**src/design/kwm_pkg.sv**
```systemverilog
// Shared types and constants for the k-way sorted stream merge.
// No dependencies; imported by the merge cell, the top level and the checker.
package kwm_pkg;

  localparam int STREAM_BITS = 4;   // stream_index / from_stream width
  localparam int OUT_BITS    = 64;  // element / merged_value width
  localparam int COUNT_BITS  = 5;   // stream_count / fill counter width

  typedef enum logic [1:0] {
    ST_IDLE,
    ST_SCAN,
    ST_HOLD
  } state_t;

  // Control half of the scan token that walks the cell row.
  typedef struct packed {
    logic live;   // token carries a scan in this slot
    logic found;  // some valid head has been seen so far
  } tok_ctl_t;

endpackage

```
**src/design/kwm_cell.sv**
```systemverilog
// One cell of the merge row: holds the head of one stream and passes the
// running minimum on to its neighbor each cycle. Depends on kwm_pkg.
module kwm_cell import kwm_pkg::*; #(
  parameter int VALUE_BITS = 64,
  parameter int IDX_BITS   = 4,
  parameter int CELL_INDEX = 0
) (
  input  logic                  clk,
  input  logic                  rst,
  input  logic                  upd_en,
  input  logic                  upd_empty,
  input  logic [IDX_BITS-1:0]   upd_idx,
  input  logic [VALUE_BITS-1:0] upd_val,
  input  tok_ctl_t              tok_ctl_in,
  input  logic [VALUE_BITS-1:0] tok_val_in,
  input  logic [IDX_BITS-1:0]   tok_idx_in,
  output tok_ctl_t              tok_ctl_out,
  output logic [VALUE_BITS-1:0] tok_val_out,
  output logic [IDX_BITS-1:0]   tok_idx_out
);

  logic                  head_valid;
  logic [VALUE_BITS-1:0] head_value;
  logic                  hit;
  logic                  take;

  assign hit  = upd_en && (upd_idx == IDX_BITS'(CELL_INDEX));
  // strict less-than: on ties the earlier (lower) stream keeps the token
  assign take = tok_ctl_in.live && head_valid &&
                (!tok_ctl_in.found || ($signed(head_value) < $signed(tok_val_in)));

  always_ff @(posedge clk) begin
    if (rst) begin
      head_valid <= 1'b0;
    end else if (hit) begin
      head_valid <= !upd_empty;
    end
  end

  always_ff @(posedge clk) begin
    if (hit && !upd_empty) begin
      head_value <= upd_val;
    end
  end

  always_ff @(posedge clk) begin
    if (rst) begin
      tok_ctl_out <= '0;
    end else begin
      tok_ctl_out.live  <= tok_ctl_in.live;
      tok_ctl_out.found <= tok_ctl_in.found || take;
    end
  end

  always_ff @(posedge clk) begin
    tok_val_out <= take ? head_value : tok_val_in;
    tok_idx_out <= take ? IDX_BITS'(CELL_INDEX) : tok_idx_in;
  end

endmodule

```
**src/design/k_way_sorted_stream_merge.sv**
```systemverilog
// An accepted transaction that yields a result launches a scan token from the
// start register; the token crosses one cell per cycle and its result is registered into out_valid.
// in_stall is high from launch until the result is loaded into the output register, so
// a new transaction is not taken while a scan is in flight; fill items that complete nothing
// are taken without a scan. Synchronous active-high reset: all heads invalid, fill phase,
// stream_count = 1, no result pending. Depends on kwm_pkg and kwm_cell.
module k_way_sorted_stream_merge import kwm_pkg::*; #(
  parameter int MAX_STREAMS = 16,
  parameter int VALUE_BITS  = 64
) (
  input  logic                   clk,
  input  logic                   rst,
  // configuration: stream_count
  input  logic                   cfg_write,
  input  logic [COUNT_BITS-1:0]  cfg_data,
  // input channel
  input  logic                   in_valid,
  output logic                   in_stall,
  input  logic [STREAM_BITS-1:0] stream_index,
  input  logic [OUT_BITS-1:0]    element,
  input  logic                   stream_empty,
  // output channel
  output logic                   out_valid,
  input  logic                   out_stall,
  output logic [OUT_BITS-1:0]    merged_value,
  output logic [STREAM_BITS-1:0] from_stream,
  output logic                   merge_done
);

  localparam int IW  = (MAX_STREAMS > 2) ? $clog2(MAX_STREAMS) : 1;
  localparam int CLG = $clog2(MAX_STREAMS + 1);
  localparam int CW  = (CLG > COUNT_BITS) ? CLG : COUNT_BITS;

  // ---------------------------------------------------------------------
  // Control registers
  // ---------------------------------------------------------------------
  state_t                state, state_next;
  logic [COUNT_BITS-1:0] stream_count;
  logic                  merging, merging_next;
  logic [COUNT_BITS-1:0] fill_count, fill_count_next;
  logic [IW-1:0]         awaited, awaited_next;
  tok_ctl_t              start, start_next;
  logic                  out_valid_next;

  // result held while the output register is still occupied
  logic [OUT_BITS-1:0]    pend_value;
  logic [STREAM_BITS-1:0] pend_stream;
  logic                   pend_done;

  // ---------------------------------------------------------------------
  // Cell row: the token enters at slot 0 and leaves at slot MAX_STREAMS
  // ---------------------------------------------------------------------
  tok_ctl_t              ctl_chain [MAX_STREAMS+1];
  logic [VALUE_BITS-1:0] val_chain [MAX_STREAMS+1];
  logic [IW-1:0]         idx_chain [MAX_STREAMS+1];

  logic                  upd_en;
  logic [IW-1:0]         upd_idx;

  assign ctl_chain[0] = start;
  assign val_chain[0] = '0;
  assign idx_chain[0] = '0;

  for (genvar g = 0; g < MAX_STREAMS; g++) begin : g_cell
    kwm_cell #(
      .VALUE_BITS (VALUE_BITS),
      .IDX_BITS   (IW),
      .CELL_INDEX (g)
    ) u_cell (
      .clk         (clk),
      .rst         (rst),
      .upd_en      (upd_en),
      .upd_empty   (stream_empty),
      .upd_idx     (upd_idx),
      .upd_val     (element[VALUE_BITS-1:0]),
      .tok_ctl_in  (ctl_chain[g]),
      .tok_val_in  (val_chain[g]),
      .tok_idx_in  (idx_chain[g]),
      .tok_ctl_out (ctl_chain[g+1]),
      .tok_val_out (val_chain[g+1]),
      .tok_idx_out (idx_chain[g+1])
    );
  end

  // ---------------------------------------------------------------------
  // Fill bookkeeping
  // ---------------------------------------------------------------------
  logic [CW-1:0]         eff_count;
  logic [CW-1:0]         sc_ext;
  logic                  accept;
  logic                  fill_ok;
  logic                  fill_full;
  logic [COUNT_BITS-1:0] fill_inc;
  logic                  launch;

  // out-of-range counts clamp to 1..MAX_STREAMS
  assign sc_ext    = CW'(stream_count);
  assign eff_count = (stream_count == '0)           ? CW'(1) :
                     (sc_ext > CW'(MAX_STREAMS))    ? CW'(MAX_STREAMS) : sc_ext;

  assign in_stall  = (state != ST_IDLE);
  assign accept    = in_valid && !in_stall;
  assign fill_ok   = CW'(stream_index) < eff_count;   // foreign index is dropped
  assign fill_inc  = fill_count + COUNT_BITS'(1);
  assign fill_full = CW'(fill_inc) >= eff_count;

  // while merging every transaction refreshes the awaited stream's head
  assign upd_en  = accept && (merging || fill_ok);
  assign upd_idx = merging ? awaited : IW'(stream_index);
  assign launch  = accept && (merging || (fill_ok && fill_full));

  // ---------------------------------------------------------------------
  // Result at the end of the row
  // ---------------------------------------------------------------------
  tok_ctl_t               tail;
  logic [OUT_BITS-1:0]    res_value;
  logic [STREAM_BITS-1:0] res_stream;
  logic                   res_done;
  logic                   out_free;
  logic                   load_out;

  assign tail       = ctl_chain[MAX_STREAMS];
  assign res_done   = !tail.found;
  assign res_value  = tail.found ? OUT_BITS'($signed(val_chain[MAX_STREAMS])) : '0;
  assign res_stream = tail.found ? STREAM_BITS'(idx_chain[MAX_STREAMS]) : '0;
  assign out_free   = !out_valid || !out_stall;

  // ---------------------------------------------------------------------
  // Sequencer
  // ---------------------------------------------------------------------
  always_comb begin
    state_next      = state;
    merging_next    = merging;
    fill_count_next = fill_count;
    awaited_next    = awaited;
    start_next      = '0;
    load_out        = 1'b0;
    out_valid_next  = out_valid && out_stall;

    unique case (state)
      ST_IDLE: begin
        if (accept && !merging && fill_ok) begin
          fill_count_next = fill_inc;
        end
        if (launch) begin
          start_next.live = 1'b1;
          state_next      = ST_SCAN;
        end
      end
      ST_SCAN: begin
        if (tail.live) begin
          if (res_done) begin
            // every stream is exhausted: back to the fill phase
            merging_next    = 1'b0;
            fill_count_next = '0;
            awaited_next    = '0;
          end else begin
            merging_next = 1'b1;
            awaited_next = idx_chain[MAX_STREAMS];
          end
          if (out_free) begin
            load_out   = 1'b1;
            state_next = ST_IDLE;
          end else begin
            state_next = ST_HOLD;
          end
        end
      end
      ST_HOLD: begin
        if (out_free) begin
          load_out   = 1'b1;
          state_next = ST_IDLE;
        end
      end
      default: begin
        state_next = ST_IDLE;
      end
    endcase

    if (load_out) begin
      out_valid_next = 1'b1;
    end
  end

  always_ff @(posedge clk) begin
    if (rst) begin
      state        <= ST_IDLE;
      merging      <= 1'b0;
      fill_count   <= '0;
      awaited      <= '0;
      start        <= '0;
      out_valid    <= 1'b0;
      stream_count <= COUNT_BITS'(1);
    end else begin
      state      <= state_next;
      merging    <= merging_next;
      fill_count <= fill_count_next;
      awaited    <= awaited_next;
      start      <= start_next;
      out_valid  <= out_valid_next;
      if (cfg_write) begin
        stream_count <= cfg_data;
      end
    end
  end

  // payload registers
  always_ff @(posedge clk) begin
    if (tail.live) begin
      pend_value  <= res_value;
      pend_stream <= res_stream;
      pend_done   <= res_done;
    end
    if (load_out) begin
      merged_value <= (state == ST_HOLD) ? pend_value  : res_value;
      from_stream  <= (state == ST_HOLD) ? pend_stream : res_stream;
      merge_done   <= (state == ST_HOLD) ? pend_done   : res_done;
    end
  end

endmodule

```
**config.mk**
```make
export PLATFORM = sky130hd
export DESIGN_NAME = k_way_sorted_stream_merge
export DESIGN_NICKNAME = d
export VERILOG_FILES = /design/src/design/kwm_pkg.sv /design/src/design/kwm_cell.sv /design/src/design/k_way_sorted_stream_merge.sv
export SDC_FILE = /design/constraint.sdc
export NUM_CORES = 2
export LEC_CHECK = 0
export BUFFER_PORTS_ARGS = -buffer_cell sky130_fd_sc_hd__buf_2
export CAP_MARGIN = 10
export CORE_UTILIZATION = 38
export CTS_CLUSTER_SIZE = 12
export DETAILED_ROUTE_END_ITERATION = 6
export SYNTH_ARGS = -nofsm -noshare
export SYNTH_HDL_FRONTEND = slang
export SYNTH_SLANG_ARGS = --single-unit
```
**constraint.sdc**
```tcl
create_clock -name clk -period 20.1 [get_ports clk]
set_clock_uncertainty 0.15 [all_clocks]
set_input_delay 3.015 -clock clk [delete_from_list [all_inputs] [get_ports clk]]
set_output_delay 3.015 -clock clk [all_outputs]
set_load 0.01 [all_outputs]
```
==> results.yml <==
clocking:
  path_clk_slew_ns: 0.06
  root_buffer: "clkbuf_16"
  ctsHoldBuffers: 0
  clock_latency_ns: 0.91
  cts_setup_buffers: 0
  postCtsResizedCells: 0
  cts_tree: "yes"
  cts_made_buffers: 235
  cts_buffer_depth: 4
  htree_levels: 4
  clock-sinks: 2302
yosys:
  async_reset_ff_share_pct: 0
  muxShareOfSynthArea_pct: 8.374
  synth_top_family_by_area: "compound AO/OA/AOI/OAI gates"
  synthCells: 9652
  synth_cell_types: 77
  yosys_most_used_dff: "edfxtp_1"
  ys_ff_latch: 2302
  synth-compound-area-share_pct: 11.46
  synth-simple-area-share_pct: 10.73
  syn_area_mm2: 0.1099
  ys_warn_count: 0
  postSynthNetCount: 10690
  ys_seq_area_share_pct: 52.52
  synthAdderAreaFrac_pct: 10.90
  synth.avg_cell_area_um2: 11.39
  synth-xor-area-share_pct: 0.03985
  synth_edf_count: 1162
finish:
  final_cell_mix: "inv_1, edfxtp_1, dfxtp_1, ha_1, mux2_2"
  fillers: 26530
  layout-area-overhead-vs-synth_pct: 10.59
  drive_gt1_share_pct: 12.17
  design_area_mm2: 0.1215
  final_common_cell: "inv_1"
  fin_nets: 10640
sta:
  rsz0062_at_grt: "false"
  relSlewSlack_pct: 16.83
  setup_tns_ns: 0
  post-route-min-period_ns: 6.656
  max_slew.worst_pin.slew_ns: 1.248
  setup_slack_ns: 13.44
  finalSetupViolations: 0
  slew_viol_final: 0
  hold_viol: 0
  fmax_mhz: 150.2
  period_share_pct: 33.11
floorplan:
  rows: 197
  start_util_pct: 38.17
  die_h_um: 539.8
  die_w_um: 539.8
  dieArea_mm2: 0.2914
  io_pins: 150
  coreArea_mm2: 0.2879
power_and_ir_drop:
  vdd_drop_max_v: 0.00007893
  internal_power_mw: 7.319
  leakagePower_nw: 44.77
  power.density_mw_per_mm2: 75.76
  p_switching_mw: 1.888
  seq_power_share_pct: 53.7
  switching_share_pct: 20.51
  p_clk_share_pct: 44.6
  combPwrFrac_pct: 1.7
routing:
  via_count: 73820
  dr.first_iter.drc_count: 5456
  ant_nets: 0
  via_per_inst: 5.435
  drc: 0
  dr.pass1.iters: 6
  wl_mm: 256.9
  wire_per_inst_um: 18.91
min_path:
  min_path_type: "reg2reg"
  worstHoldPathCells: 1
setup_path:
  worstPathMaxFanout: 38
  critPathCaptureType: "flop"
  cp_data_arrival_time_ns: 7.02
  criticalPathCategory: "in2reg"
  crit_required_ns: 20.47
  rrSetupSlack_ns: 14.71
  critPathLaunchType: "input port"
  reg2regPathDepth: 10
outcome:
  outcome: "finished, final reports clean"
run:
  cap_violations: 0
global_route:
  gr-total-overflow: 0
  grt_pass1_vias: 73460
  grt_util_all_layers_pct: 17.03
  grt_pass1_wl_mm: 401.5
  antenna_found_initial: 7
  grt_max_degree: 144
placement:
  post-place-ws_ns: 12.80
  place_hpwl_mm: 182.7
  gp_congestion: 0.9054
  placed_area_mm2: 0.1143
  numPortBuffers: 149
## cell families after synthesis
| logic type | Yosys count |
|---|---|
| xor+xnor | 5 |
| compound gates | 1736 |
| mux | 841 |
| flops | 2302 |
| buf+inv | 1711 |
| simple gates | 2100 |
| fa+ha+maj | 957 |
## layout make-up
class,instances,area [um^2],share of cell area [%]
sequential,2302,57730,47.50
inverter,1194,4482,3.688
tap,3781,4731,3.893
clock buffer,400,6934,5.706
clock inverter,29,215.2,0.1771
antenna,8,20.02,0.01647
multi-input combinational,5639,46010,37.86
timing repair buffer,230,1414,1.163
## cell usage after synthesis, types with 14 or more instances
| cell type | number | share of area (%) |
|---|---|---|
| mux2i_1 | 262 | 2.4 |
| a221oi_1 | 49 | 0.39 |
| a31oi_1 | 67 | 0.38 |
| mux2_4 | 16 | 0.22 |
| edfxtp_1 | 1162 | 32 |
| a2111o_1 | 133 | 1.4 |
| a22o_1 | 65 | 0.52 |
| a221o_1 | 64 | 0.58 |
| and2_1 | 85 | 0.48 |
| buf_1 | 18 | 0.061 |
| nand4_1 | 134 | 0.76 |
| or3_1 | 75 | 0.43 |
| nand2b_1 | 49 | 0.28 |
| dfxtp_1 | 1140 | 21 |
| o221ai_1 | 196 | 1.6 |
| nor4_1 | 148 | 0.84 |
| o21ai_0 | 168 | 0.77 |
| o211ai_1 | 21 | 0.14 |
| mux2_2 | 563 | 5.8 |
| nor2b_1 | 29 | 0.17 |
| o21a_1 | 14 | 0.096 |
| ha_1 | 957 | 11 |
| nor3b_1 | 69 | 0.47 |
| and4_1 | 34 | 0.27 |
| nand3b_1 | 260 | 1.8 |
| o2111ai_1 | 70 | 0.56 |
| a211oi_1 | 40 | 0.27 |
| a22oi_1 | 198 | 1.4 |
| and3_1 | 199 | 1.1 |
| a21oi_1 | 464 | 2.1 |
| a21o_1 | 84 | 0.57 |
| clkbuf_1 | 414 | 1.4 |
| inv_1 | 1194 | 4.1 |
| nand3_1 | 417 | 1.9 |
| nor2_1 | 154 | 0.53 |
| buf_2 | 72 | 0.33 |
| nor3_1 | 52 | 0.24 |
| nand2_1 | 365 | 1.2 |
## stage by stage
| stage | hold slack [ns] | std cells | power [mW] | utilization [%] |
|---|---|---|---|---|
| after floorplan | 0.2319 | 9652 | 5.103 | - |
| final | 0.2588 | 13580 | 9.207 | 42.21 |
| after global routing | 0.2754 | 13580 | 9.505 | 42.21 |
| after CTS | 0.2576 | 13570 | 9.312 | 42.18 |
| after detailed placement | 0.2440 | 13140 | 5.201 | 39.70 |
| after global placement | 0.2470 | 13140 | 5.195 | 39.70 |
## worst max-delay path, cell delays in order
cell	delay [ns]
buf_2	0.13
ha_1	0.29
a21o_1	0.16
a21o_1	0.17
a21oi_1	0.86
o21ai_0	0.61
or2_2	0.48
inv_2	0.61
buf_4	0.59
## sequential cells by signal, indices dropped and copies added, names as in the netlist, 16 cells and up
name,flops
pend_value,64
g_cell.u_cell.head_value,1024
g_cell.u_cell.head_valid,16
g_cell.u_cell.tok_idx_out,49
merged_value,64
g_cell.u_cell.tok_ctl_out,32
g_cell.u_cell.tok_val_out,1024
## power groups by stage
stage	clock (mW)	sequential (mW)	combinational, mW
floorplan	0	5.05	0.0565
global placement	0	5.05	0.148
detailed placement	0	5.05	0.152
CTS	4.21	4.95	0.153
global route	4.39	4.95	0.167
finish	4.10	4.95	0.155
## metal layers
metal | track usage (%) | vias up | part of all wire, %
li1 | - | 35630 | -
met1 | 24.00 | 35560 | 48
met2 | 26.41 | 2124 | 43
met3 | 2.591 | 513 | 5.8
met4 | 6.073 | 0 | 3.3
met5 | 0 | - | 0
## final timing paths
path,start,endpoint
worst max register to register,g_cell[8].u_cell.head_value[63],g_cell[8].u_cell.tok_val_out[62]
worst min register to register,g_cell[9].u_cell.tok_idx_out[1],g_cell[10].u_cell.tok_idx_out[1]
worst max-delay path,stream_index[1],g_cell[2].u_cell.head_value[3]
worst min-delay path,g_cell[9].u_cell.tok_idx_out[1],g_cell[10].u_cell.tok_idx_out[1]
No activity file was read; power rests on OpenSTA's default activity.
